## src/hw/rtl/bfei_pkg.sv

```systemverilog
// Shared constants, codes and interface types for the bit field extract/insert block.
// Used by bfei_ctrl, bfei_dp and the top level bit_field_extract_insert.
package bfei_pkg;

	localparam int BUF_BYTES    = 256;
	localparam int MAX_GET_BITS = 64;
	localparam int MAX_SET_BITS = 32;

	localparam int ADDR_W   = $clog2(BUF_BYTES);
	localparam int BUF_BITS = BUF_BYTES * 8;
	localparam int WIN_BITS = MAX_SET_BITS + 8;          // set window, up to five bytes
	localparam int ACC_BITS = MAX_GET_BITS + 8;          // get gather, up to nine bytes
	localparam int MAX_SPAN = MAX_GET_BITS / 8 + 1;
	localparam int CNT_W    = $clog2(MAX_SPAN + 1);

	localparam logic [2:0] OP_WRITE_BYTE = 3'd0;
	localparam logic [2:0] OP_READ_BYTE  = 3'd1;
	localparam logic [2:0] OP_GET_U      = 3'd2;
	localparam logic [2:0] OP_GET_S      = 3'd3;
	localparam logic [2:0] OP_SET        = 3'd4;

	typedef enum logic [1:0] {
		K_NONE,
		K_WRITE,
		K_GET,
		K_SET
	} kind_t;

	// Commands from the controller to the datapath
	typedef struct packed {
		logic accept;
		logic setup;
		logic rd;
		logic adv;
		logic wr_byte;
		logic wr_merge;
		logic extract;
		logic sign;
		logic load_out;
	} cmd_t;

	// Status from the datapath to the controller
	typedef struct packed {
		kind_t kind;
		logic  err;
		logic  last;
	} sts_t;

	// Ones in the low n bits, n up to 64
	function automatic logic [63:0] low_mask(input logic [6:0] n);
		return ~({64{1'b1}} << n);
	endfunction

endpackage

```

## src/hw/rtl/bfei_ram.sv

```systemverilog
// Generic single-port RAM with registered read data.
// No dependencies.
module bfei_ram #(
	parameter int WIDTH = 8,
	parameter int DEPTH = 256
) (
	input  logic                     clk,
	input  logic                     re,
	input  logic                     we,
	input  logic [$clog2(DEPTH)-1:0] addr,
	input  logic [WIDTH-1:0]         wdata,
	output logic [WIDTH-1:0]         rdata
);

	logic [WIDTH-1:0] mem [DEPTH];

	always_ff @(posedge clk) begin
		if (we) begin
			mem[addr] <= wdata;
		end
		if (re) begin
			rdata <= mem[addr];
		end
	end

endmodule

```

## src/hw/rtl/bfei_dp.sv

```systemverilog
// Datapath: operand capture, request decode, byte gather, field extract and set merge.
// Depends on bfei_pkg; drives the buffer RAM port from the top level.
module bfei_dp
	import bfei_pkg::*;
(
	input  logic              clk,
	input  logic              arst_n,
	input  cmd_t              cmd,
	output sts_t              sts,
	input  logic [2:0]        opcode,
	input  logic [7:0]        byte_index,
	input  logic [7:0]        byte_value,
	input  logic [10:0]       bit_pos,
	input  logic [6:0]        field_len,
	input  logic [31:0]       set_value,
	output logic              ram_re,
	output logic              ram_we,
	output logic [ADDR_W-1:0] ram_addr,
	output logic [7:0]        ram_wdata,
	input  logic [7:0]        ram_rdata,
	output logic [63:0]       read_value,
	output logic              error
);

	logic [2:0]  op_q;
	logic [7:0]  bidx_q;
	logic [7:0]  bval_q;
	logic [10:0] pos_q;
	logic [6:0]  len_q;
	logic [31:0] data_q;

	logic [ADDR_W-1:0]   addr_q;
	logic [CNT_W-1:0]    cnt_q;
	logic [2:0]          tail_q;
	logic [6:0]          elen_q;
	logic                sgn_q;
	logic [WIN_BITS-1:0] dwin_q;
	logic [WIN_BITS-1:0] mwin_q;
	logic [ACC_BITS-1:0] acc_q;
	logic [63:0]         res_q;
	logic [BUF_BYTES-1:0] valid_q;
	logic                rd_s1;
	logic                rvalid_s1;
	logic [63:0]         out_data_q;
	logic                out_err_q;

	// Decode
	kind_t       kind_d;
	logic        err_d;
	logic [11:0] end_w;
	logic [11:0] last_bit;
	logic        fits;
	logic        byte_ok;
	logic [63:0] len_mask;
	logic [31:0] m32;
	logic [5:0]  win_sh;
	logic [11:0] span;

	assign end_w    = {1'b0, pos_q} + 12'(len_q);
	assign last_bit = end_w - 12'd1;
	assign fits     = 32'(end_w) <= 32'(BUF_BITS);
	assign byte_ok  = 32'(bidx_q) < 32'(BUF_BYTES);
	assign len_mask = low_mask(len_q);
	assign m32      = len_mask[31:0];
	assign win_sh   = 6'(WIN_BITS) - 6'(pos_q[2:0]) - 6'(len_q);
	assign span     = (last_bit >> 3) - ({1'b0, pos_q} >> 3) + 12'd1;

	always_comb begin
		kind_d = K_NONE;
		err_d  = 1'b0;
		unique case (op_q) inside
			OP_WRITE_BYTE: begin
				kind_d = K_WRITE;
				err_d  = !byte_ok;
			end
			OP_READ_BYTE: begin
				kind_d = K_GET;
				err_d  = !byte_ok;
			end
			OP_GET_U, OP_GET_S: begin
				kind_d = K_GET;
				err_d  = (len_q == 7'd0) || (32'(len_q) > 32'(MAX_GET_BITS)) || !fits;
			end
			OP_SET: begin
				kind_d = K_SET;
				err_d  = (len_q == 7'd0) || (32'(len_q) > 32'(MAX_SET_BITS)) || !fits;
			end
			default: begin
				kind_d = K_NONE;
				err_d  = 1'b0;
			end
		endcase
	end

	assign sts.kind = kind_d;
	assign sts.err  = err_d;
	assign sts.last = (cnt_q == CNT_W'(1));

	// Read data of a byte never written since reset is zero
	logic [7:0]          rbyte;
	logic [7:0]          merged;
	logic [ACC_BITS-1:0] acc_sh;
	logic [63:0]         emask;
	logic [5:0]          sbit;

	assign rbyte  = rvalid_s1 ? ram_rdata : 8'd0;
	assign merged = (rbyte & ~mwin_q[WIN_BITS-1 -: 8]) |
		(dwin_q[WIN_BITS-1 -: 8] & mwin_q[WIN_BITS-1 -: 8]);
	assign acc_sh = acc_q >> tail_q;
	assign emask  = low_mask(elen_q);
	assign sbit   = 6'(elen_q - 7'd1);

	assign ram_re    = cmd.rd;
	assign ram_we    = cmd.wr_byte || cmd.wr_merge;
	assign ram_addr  = addr_q;
	assign ram_wdata = cmd.wr_byte ? bval_q : merged;

	// Operand capture and work registers
	always_ff @(posedge clk) begin
		if (cmd.accept) begin
			op_q   <= opcode;
			bidx_q <= byte_index;
			bval_q <= byte_value;
			pos_q  <= bit_pos;
			len_q  <= field_len;
			data_q <= set_value;
		end
		if (cmd.setup) begin
			res_q  <= '0;
			acc_q  <= '0;
			dwin_q <= WIN_BITS'({8'd0, data_q & m32}) << win_sh;
			mwin_q <= WIN_BITS'(m32) << win_sh;
			sgn_q  <= (op_q == OP_GET_S);
			if (op_q == OP_READ_BYTE || op_q == OP_WRITE_BYTE) begin
				addr_q <= ADDR_W'(bidx_q);
				cnt_q  <= CNT_W'(1);
				tail_q <= 3'd0;
				elen_q <= 7'd8;
			end else begin
				addr_q <= ADDR_W'(pos_q >> 3);
				cnt_q  <= CNT_W'(span);
				tail_q <= ~last_bit[2:0];
				elen_q <= len_q;
			end
		end else begin
			if (cmd.adv) begin
				addr_q <= addr_q + ADDR_W'(1);
				cnt_q  <= cnt_q - CNT_W'(1);
			end
			if (cmd.wr_merge) begin
				dwin_q <= dwin_q << 8;
				mwin_q <= mwin_q << 8;
			end
			if (rd_s1 && kind_d == K_GET) begin
				acc_q <= {acc_q[ACC_BITS-9:0], rbyte};
			end
			if (cmd.extract) begin
				res_q <= acc_sh[63:0] & emask;
			end else if (cmd.sign && sgn_q && res_q[sbit]) begin
				res_q <= res_q | ~emask;
			end
		end
		if (cmd.rd) begin
			rvalid_s1 <= valid_q[addr_q];
		end
		if (cmd.load_out) begin
			out_data_q <= res_q;
			out_err_q  <= err_d;
		end
	end

	always_ff @(posedge clk or negedge arst_n) begin
		if (!arst_n) begin
			valid_q <= '0;
			rd_s1   <= 1'b0;
		end else begin
			rd_s1 <= cmd.rd;
			if (ram_we) begin
				valid_q[addr_q] <= 1'b1;
			end
		end
	end

	assign read_value = out_data_q;
	assign error      = out_err_q;

endmodule

```

## src/hw/rtl/bfei_ctrl.sv

```systemverilog
// Controller: sequences one item through decode, byte reads, merges and result hand-off.
// Depends on bfei_pkg; commands bfei_dp through cmd_t and watches sts_t.
module bfei_ctrl
	import bfei_pkg::*;
(
	input  logic clk,
	input  logic arst_n,
	input  logic s_tvalid,
	output logic s_tready,
	output logic m_tvalid,
	input  logic m_tready,
	input  sts_t sts,
	output cmd_t cmd
);

	typedef enum logic [3:0] {
		IDLE,
		SETUP,
		GET_RD,
		GET_WAIT,
		EXTRACT,
		SIGN,
		SET_RD,
		SET_WR,
		WR_BYTE,
		DONE
	} state_t;

	state_t state_q;
	logic   out_valid_q;
	logic   slot_free;

	assign slot_free = !out_valid_q || m_tready;
	assign s_tready  = (state_q == IDLE);
	assign m_tvalid  = out_valid_q;

	always_comb begin
		cmd          = '0;
		cmd.accept   = (state_q == IDLE) && s_tvalid;
		cmd.setup    = (state_q == SETUP);
		cmd.rd       = (state_q == GET_RD) || (state_q == SET_RD);
		cmd.adv      = (state_q == GET_RD) || (state_q == SET_WR);
		cmd.wr_byte  = (state_q == WR_BYTE);
		cmd.wr_merge = (state_q == SET_WR);
		cmd.extract  = (state_q == EXTRACT);
		cmd.sign     = (state_q == SIGN);
		cmd.load_out = (state_q == DONE) && slot_free;
	end

	always_ff @(posedge clk or negedge arst_n) begin
		if (!arst_n) begin
			state_q     <= IDLE;
			out_valid_q <= 1'b0;
		end else begin
			if (cmd.load_out) begin
				out_valid_q <= 1'b1;
			end else if (m_tready) begin
				out_valid_q <= 1'b0;
			end
			unique case (state_q)
				IDLE: begin
					if (s_tvalid) begin
						state_q <= SETUP;
					end
				end
				SETUP: begin
					if (sts.err) begin
						state_q <= DONE;
					end else begin
						unique case (sts.kind)
							K_WRITE: state_q <= WR_BYTE;
							K_GET:   state_q <= GET_RD;
							K_SET:   state_q <= SET_RD;
							default: state_q <= DONE;
						endcase
					end
				end
				GET_RD: begin
					if (sts.last) begin
						state_q <= GET_WAIT;
					end
				end
				GET_WAIT: state_q <= EXTRACT;
				EXTRACT:  state_q <= SIGN;
				SIGN:     state_q <= DONE;
				SET_RD:   state_q <= SET_WR;
				SET_WR: begin
					state_q <= sts.last ? DONE : SET_RD;
				end
				WR_BYTE: state_q <= DONE;
				DONE: begin
					if (slot_free) begin
						state_q <= IDLE;
					end
				end
				default: state_q <= IDLE;
			endcase
		end
	end

	// Single RAM port: never read and write in one cycle
	a_port_excl: assert property (@(posedge clk) disable iff (!arst_n)
		!(cmd.rd && (cmd.wr_byte || cmd.wr_merge)))
		else $error("buffer read and write in the same cycle");

	// A merged write uses the byte read in the cycle before
	a_merge_after_rd: assert property (@(posedge clk) disable iff (!arst_n)
		cmd.wr_merge |-> $past(cmd.rd))
		else $error("merge write without a preceding read");

	// Never overwrite a result that is still waiting
	a_no_overrun: assert property (@(posedge clk) disable iff (!arst_n)
		(m_tvalid && !m_tready) |-> !cmd.load_out)
		else $error("result overwritten while stalled");

	// A rejected request skips all buffer traffic
	a_err_skip: assert property (@(posedge clk) disable iff (!arst_n)
		(state_q == SETUP && sts.err) |=> (state_q == DONE))
		else $error("rejected request touched the buffer");

endmodule

```

## src/hw/rtl/bit_field_extract_insert.sv

```systemverilog
// Top level of the MSB-first bit field extract/insert block.
// Depends on bfei_pkg, bfei_ram, bfei_dp and bfei_ctrl.
//
// Usage:
//   Slave channel s_*: one item per operation. s_tuser carries the opcode
//   (write byte, read byte, get unsigned, get signed, set field); s_tdata
//   carries the operands. Master channel m_*: exactly one result per item,
//   m_tdata is the 64-bit read value, m_tuser the error flag.
//   Items are processed one at a time. The buffer RAM has a single byte
//   port, so the bytes of an item are read and written one after another:
//     get / read byte spanning n bytes (n = 1..9): one read per byte
//     set spanning n bytes (n = 1..5): one read and one write per byte
//     write byte: one write; rejected or unused opcode: no buffer access
//   The result appears on m_tvalid in the cycle that s_tready rises again.
//   A new item is accepted while a result still waits on the master side;
//   if the receiver stalls, the following item halts at its result hand-off.
//   Reset clears the control state and per-byte valid flags, so the whole
//   buffer reads as zero right after reset with no clearing pass.
module bit_field_extract_insert
	import bfei_pkg::*;
(
	input  logic        clk,
	input  logic        arst_n,
	input  logic        s_tvalid,
	output logic        s_tready,
	input  logic [71:0] s_tdata,   // byte_index[7:0], byte_value[15:8], bit_pos[26:16],
	                               // field_len[33:27], set_value[65:34], zero[71:66]
	input  logic [2:0]  s_tuser,   // opcode[2:0]
	output logic        m_tvalid,
	input  logic        m_tready,
	output logic [63:0] m_tdata,   // read_value[63:0]
	output logic [0:0]  m_tuser    // error[0]
);

	cmd_t              cmd;
	sts_t              sts;
	logic              ram_re;
	logic              ram_we;
	logic [ADDR_W-1:0] ram_addr;
	logic [7:0]        ram_wdata;
	logic [7:0]        ram_rdata;

	bfei_ctrl u_ctrl (
		.clk      (clk),
		.arst_n   (arst_n),
		.s_tvalid (s_tvalid),
		.s_tready (s_tready),
		.m_tvalid (m_tvalid),
		.m_tready (m_tready),
		.sts      (sts),
		.cmd      (cmd)
	);

	bfei_dp u_dp (
		.clk        (clk),
		.arst_n     (arst_n),
		.cmd        (cmd),
		.sts        (sts),
		.opcode     (s_tuser),
		.byte_index (s_tdata[7:0]),
		.byte_value (s_tdata[15:8]),
		.bit_pos    (s_tdata[26:16]),
		.field_len  (s_tdata[33:27]),
		.set_value  (s_tdata[65:34]),
		.ram_re     (ram_re),
		.ram_we     (ram_we),
		.ram_addr   (ram_addr),
		.ram_wdata  (ram_wdata),
		.ram_rdata  (ram_rdata),
		.read_value (m_tdata),
		.error      (m_tuser[0])
	);

	bfei_ram #(
		.WIDTH (8),
		.DEPTH (BUF_BYTES)
	) u_buf (
		.clk   (clk),
		.re    (ram_re),
		.we    (ram_we),
		.addr  (ram_addr),
		.wdata (ram_wdata),
		.rdata (ram_rdata)
	);

endmodule
```

## config.mk

```make
export PLATFORM = sky130hd
export DESIGN_NAME = bit_field_extract_insert
export DESIGN_NICKNAME = d
export VERILOG_FILES = /design/src/hw/rtl/bfei_pkg.sv /design/src/hw/rtl/bfei_ram.sv /design/src/hw/rtl/bfei_dp.sv /design/src/hw/rtl/bfei_ctrl.sv /design/src/hw/rtl/bit_field_extract_insert.sv
export SDC_FILE = /design/constraint.sdc
export NUM_CORES = 2
export LEC_CHECK = 0
export BUFFER_PORTS_ARGS = -buffer_cell sky130_fd_sc_hd__buf_2
export CAP_MARGIN = 20
export CORE_MARGIN = 2
export CORE_UTILIZATION = 50
export CTS_CLUSTER_DIAMETER = 50
export DETAILED_ROUTE_END_ITERATION = 8
export PLACE_DENSITY = 0.78
export SYNTH_ARGS = -nofsm -noshare
export SYNTH_HDL_FRONTEND = slang
export SYNTH_SLANG_ARGS = --single-unit
export TNS_END_PERCENT = 100
```

## constraint.sdc

```tcl
create_clock -name clk -period 17.58 [get_ports clk]
set_input_delay 3.516 -clock clk [delete_from_list [all_inputs] [get_ports clk]]
set_output_delay 3.516 -clock clk [all_outputs]
set_load 0.02 [all_outputs]
```

==> results.rst <==
.. list-table::
   :header-rows: 1

   * - Metric
     - Value
   * - Status
     - completed
   * - Number of detailed-routing iterations run before antenna repair
     - 7
   * - Warning count from the yosys run
     - 0
   * - Leftover overflow at the end of global routing
     - 0
   * - Worst-case vdd ir drop
     - 0.332 mV
   * - Worst r2r dst
     - u_buf.rdata[6]
   * - Period utilisation layout
     - 32.8%
   * - Pin count of the biggest net entering global routing
     - approximately 260
   * - Number of synthesized flops with an enable pin
     - 2294
   * - Biggest cell delay along the critical path
     - approximately 0.55 ns
   * - Count of maximum capacitance violations
     - 0
   * - Most common flop cell mapped by yosys
     - sky130_fd_sc_hd__edfxtp_1
   * - Transition time of the tightest slew-check pin
     - 1.41 ns
   * - Worst setup slack after layout
     - 11.81 ns
   * - Number of distinct library cell variants in the gate-level netlist after synthesis
     - 85
   * - PwrDens
     - 181 mW/mm2
   * - Initial antenna violation count
     - 5
   * - Final worst clock skew
     - 0.0554 ns
   * - Number of vias per cell after detailed routing
     - 6.54
   * - Count of mapped cells out of synthesis
     - 6388
   * - Clock-pin transition on the worst setup and hold timing paths
     - 0.06 ns
   * - Worst Path Arrival
     - 2.25 ns
   * - Worst Hold Path Cells
     - 1
   * - H-tree depth
     - 5
   * - Hold Slack
     - 0.460 ns
   * - Global-route wire length before repair
     - 430 mm
   * - Total negative slack
     - 0 ns
   * - Hold Fails Final Rpt
     - 0
   * - Root buffer cell
     - sky130_fd_sc_hd__clkbuf_16
   * - Total wirelength of the detailed-routed design
     - 293 mm
   * - Final count of pins violating max slew
     - 0
   * - Commonest non-fill, non-tap cells in the layout
     - sky130_fd_sc_hd__edfxtp_1, sky130_fd_sc_hd__mux4_2, sky130_fd_sc_hd__nor2_1
   * - Placeable Area
     - 0.222 mm2
   * - Worst setup slack after placement
     - 12.00 ns
   * - Number of port buffers
     - 139
   * - Start point of the worst min-delay path
     - u_dp.valid_q[118]
   * - Clock Sinks
     - 2691
   * - Die height
     - 477 um
   * - NumNets Final
     - 6628
   * - Post-detailed-route wirelength per cell
     - just over 30 um
   * - Kind of critical path
     - flip-flop to primary output
   * - Overall Global Routing Usage
     - 25.4%
   * - Clock period minus final worst setup slack
     - 5.77 ns
   * - Highest clock frequency the design can meet
     - ~0.17 GHz
   * - Die extent in x
     - 477 um
   * - Leading cell type in the layout, fill and taps excluded
     - sky130_fd_sc_hd__edfxtp_1
   * - Mean Syn Cell Area
     - around 18 um2
   * - DPL Wire Length
     - 171 mm
   * - LEAKAGE
     - 0.0425 uW
   * - Cell Rows
     - 173
   * - Number of global-route vias before repair
     - 62700
   * - FFs w/ async S/R, synth
     - under 10%
   * - Unrepaired setup endpoints after global routing
     - no
   * - CTS Hold Bufs
     - 0
   * - Number of endpoints failing setup at the final stage
     - 0
   * - Share of post-route cells with drive strength above 1
     - around 27%
   * - Synthesized Nets
     - 6499
   * - Syn-to-layout area delta
     - 11.7%
   * - Post-synthesis instance area
     - 0.112 mm2
   * - Synthesis-stage register bit count
     - around 2700
   * - Max Root-Sink Buffers
     - 4
   * - Number of placed I/O pins
     - 146
   * - DRC violation total after the first TritonRoute iteration
     - 9364
   * - Endpoint of the worst hold path
     - u_dp.valid_q[118]
   * - Residual DRC count
     - 0
   * - TritonCTS clock tree
     - built
   * - Via count
     - 63400
   * - Max_slew headroom
     - between 6 and 7%
   * - Global placer's final weighted congestion
     - around 0.94
   * - Length in cells of the worst reg-to-reg path
     - 9
   * - Number of gates resized after CTS
     - 0
   * - Post-CTS setup buffer count
     - 0
   * - Number of buffers created by CTS
     - 288
   * - ANT nets after route
     - 0
   * - Critical path required time
     - between 10 and 15 ns
   * - Crit Reg-Reg Startpoint
     - u_dp.ram_addr[0]
   * - Critical Path Start Type
     - flip-flop
   * - Slack of the worst reg-to-reg path
     - 11.98 ns
   * - Top fanout value on the critical path
     - 14
   * - Share of synthesized area occupied by flip-flops and latches
     - 69.8%
   * - Initial cell density of the core
     - 50.4%
   * - Critical Path, Cell by Cell
     - nor4_1 > buf_2
   * - Hold/Removal Path Class
     - flip-flop to flip-flop
   * - Latest clock arrival within the worst-skew pair
     - around 0.95 ns
   * - Die area
     - 0.228 mm2
   * - Critical path capture point type
     - primary output
   * - CP max-delay cell
     - sky130_fd_sc_hd__nor4_1
## synth_stat cells, types with 8 or more instances
library cell                count  area (um2)
sky130_fd_sc_hd__mux2i_1      137        1370
sky130_fd_sc_hd__nand3_1       90         450
sky130_fd_sc_hd__xor2_1         8        70.1
sky130_fd_sc_hd__edfxtp_1    2294       68900
sky130_fd_sc_hd__nor4_1        19         119
sky130_fd_sc_hd__or3_1         15        93.8
sky130_fd_sc_hd__and2_1        26         163
sky130_fd_sc_hd__o221ai_1      17         149
sky130_fd_sc_hd__dfrtp_1      262        6560
sky130_fd_sc_hd__a22o_1        23         201
sky130_fd_sc_hd__a22oi_1       21         158
sky130_fd_sc_hd__nand2b_1      19         119
sky130_fd_sc_hd__mux4_2       778       17500
sky130_fd_sc_hd__o21ai_0      151         756
sky130_fd_sc_hd__o21a_1        16         120
sky130_fd_sc_hd__nor2b_1       51         319
sky130_fd_sc_hd__a221o_1       12         120
sky130_fd_sc_hd__o211ai_1      20         150
sky130_fd_sc_hd__a211oi_1      28         210
sky130_fd_sc_hd__inv_1         45         169
sky130_fd_sc_hd__buf_2         73         365
sky130_fd_sc_hd__a31oi_1       54         338
sky130_fd_sc_hd__dfxtp_1      135        2700
sky130_fd_sc_hd__a21oi_1      217        1090
sky130_fd_sc_hd__xnor2_1       18         158
sky130_fd_sc_hd__clkbuf_1     297        1110
sky130_fd_sc_hd__a21o_1         9        67.6
sky130_fd_sc_hd__buf_4         11        82.6
sky130_fd_sc_hd__a32oi_1       16         140
sky130_fd_sc_hd__a221oi_1      30         263
sky130_fd_sc_hd__nand2_1      388        1460
sky130_fd_sc_hd__nor3_1        65         325
sky130_fd_sc_hd__buf_1         47         176
sky130_fd_sc_hd__and3_1        21         131
sky130_fd_sc_hd__nor2_1       439        1650
sky130_fd_sc_hd__nand4_1       17         106
sky130_fd_sc_hd__a211o_1        8        70.1
sky130_fd_sc_hd__or2_2        267        1670
sky130_fd_sc_hd__a2111oi_0      8        70.1
sky130_fd_sc_hd__a311oi_1      10        87.6
sky130_fd_sc_hd__o22ai_1       19         119
sky130_fd_sc_hd__mux2_2        39         439
sky130_fd_sc_hd__ha_1          28         350
sky130_fd_sc_hd__o31ai_1       17         128
## stage by stage
step / utilization (%) / std cells / total power (uW) / cell area, um2
after floorplan: - / 6388 / 14700 / 112000
after global placement: 52.1 / 9195 / 16400 / 116000
after detailed placement: 52.1 / 9195 / 16600 / 116000
after CTS: 56.2 / 9694 / 22500 / 125000
after global routing: 56.2 / 9701 / 23300 / 125000
final: 56.2 / 9703 / 22600 / 125000
## cell type report
cell class              instances  area (um2)
clock inverters               106         981
diodes                          2        5.00
fillers                     16000       97300
multi-input cells            3215       32100
clock buffers                 393        8020
well taps                    2975        3720
flip-flops and latches       2691       78100
inverters                      51         194
repair buffers                270        1880
## cell families (layout without fill, tap and decap cells)
kind of cell	Yosys count	after routing	synth area share, %
XOR/XNOR	27	27	0.224
other	0	2	0
AND/OR/NAND/NOR	1448	1448	6.13
flip-flops	2691	2691	69.8
buffers and inverters	482	820	1.75
adder cells (fa/ha/maj)	33	33	0.393
multiplexers	954	954	17.3
AO/OA/AOI/OAI	753	753	4.42
## state kept, by name, summed over array words and instances (netlist names), 8 cells and up
name	count
u_dp.read_value	64
u_dp.mwin_q	40
u_dp.data_q	32
u_dp.ram_addr	8
u_dp.pos_q	11
u_buf.rdata	8
u_dp.res_q	64
u_dp.bval_q	8
u_dp.bidx_q	8
u_buf.mem	2048
u_dp.acc_q	71
u_dp.valid_q	256
u_dp.dwin_q	40
## critical path: cells and delay by family, from the launching register on
| family | cells | cell delay, ns |
|---|---|---|
| buffers and inverters | 1 | 0.27 |
| DFF | 1 | 0.54 |
| and+or+nand+nor | 1 | 0.55 |
## where the power goes
part | total [uW] | switching, uW | internal, uW
registers | 8860 | 292 | 8570
clock network | 5870 | 2440 | 3430
logic | 7880 | 5070 | 2820
total | 22600 | 7800 | 14800
## worst max path at each step
stage | start | end | slack, ns
2_1_floorplan | u_dp.rvalid_s1 | u_buf.mem[0][5] | 4.50
3_3_place_gp | u_dp.ram_addr[0] | u_dp.rvalid_s1 | 12.03
3_5_place_dp | u_dp.ram_addr[0] | u_dp.rvalid_s1 | 12.00
4_1_cts | u_ctrl.state_q[1] | s_tready | 11.80
5_1_grt | u_dp.ram_addr[0] | u_buf.rdata[6] | 11.56
6_report | u_ctrl.state_q[1] | s_tready | 11.81
## metal layers
layer | up-vias | global-route usage (%) | routed length [um]
met3 | 741 | 5.96 | 31900
met5 | - | 0 | 89
met4 | 12 | 10.2 | 13000
met1 | 32600 | 34.8 | 109000
met2 | 4289 | 39.5 | 138000
li1 | 25800 | - | -
(Power assumes the default switching activity.)
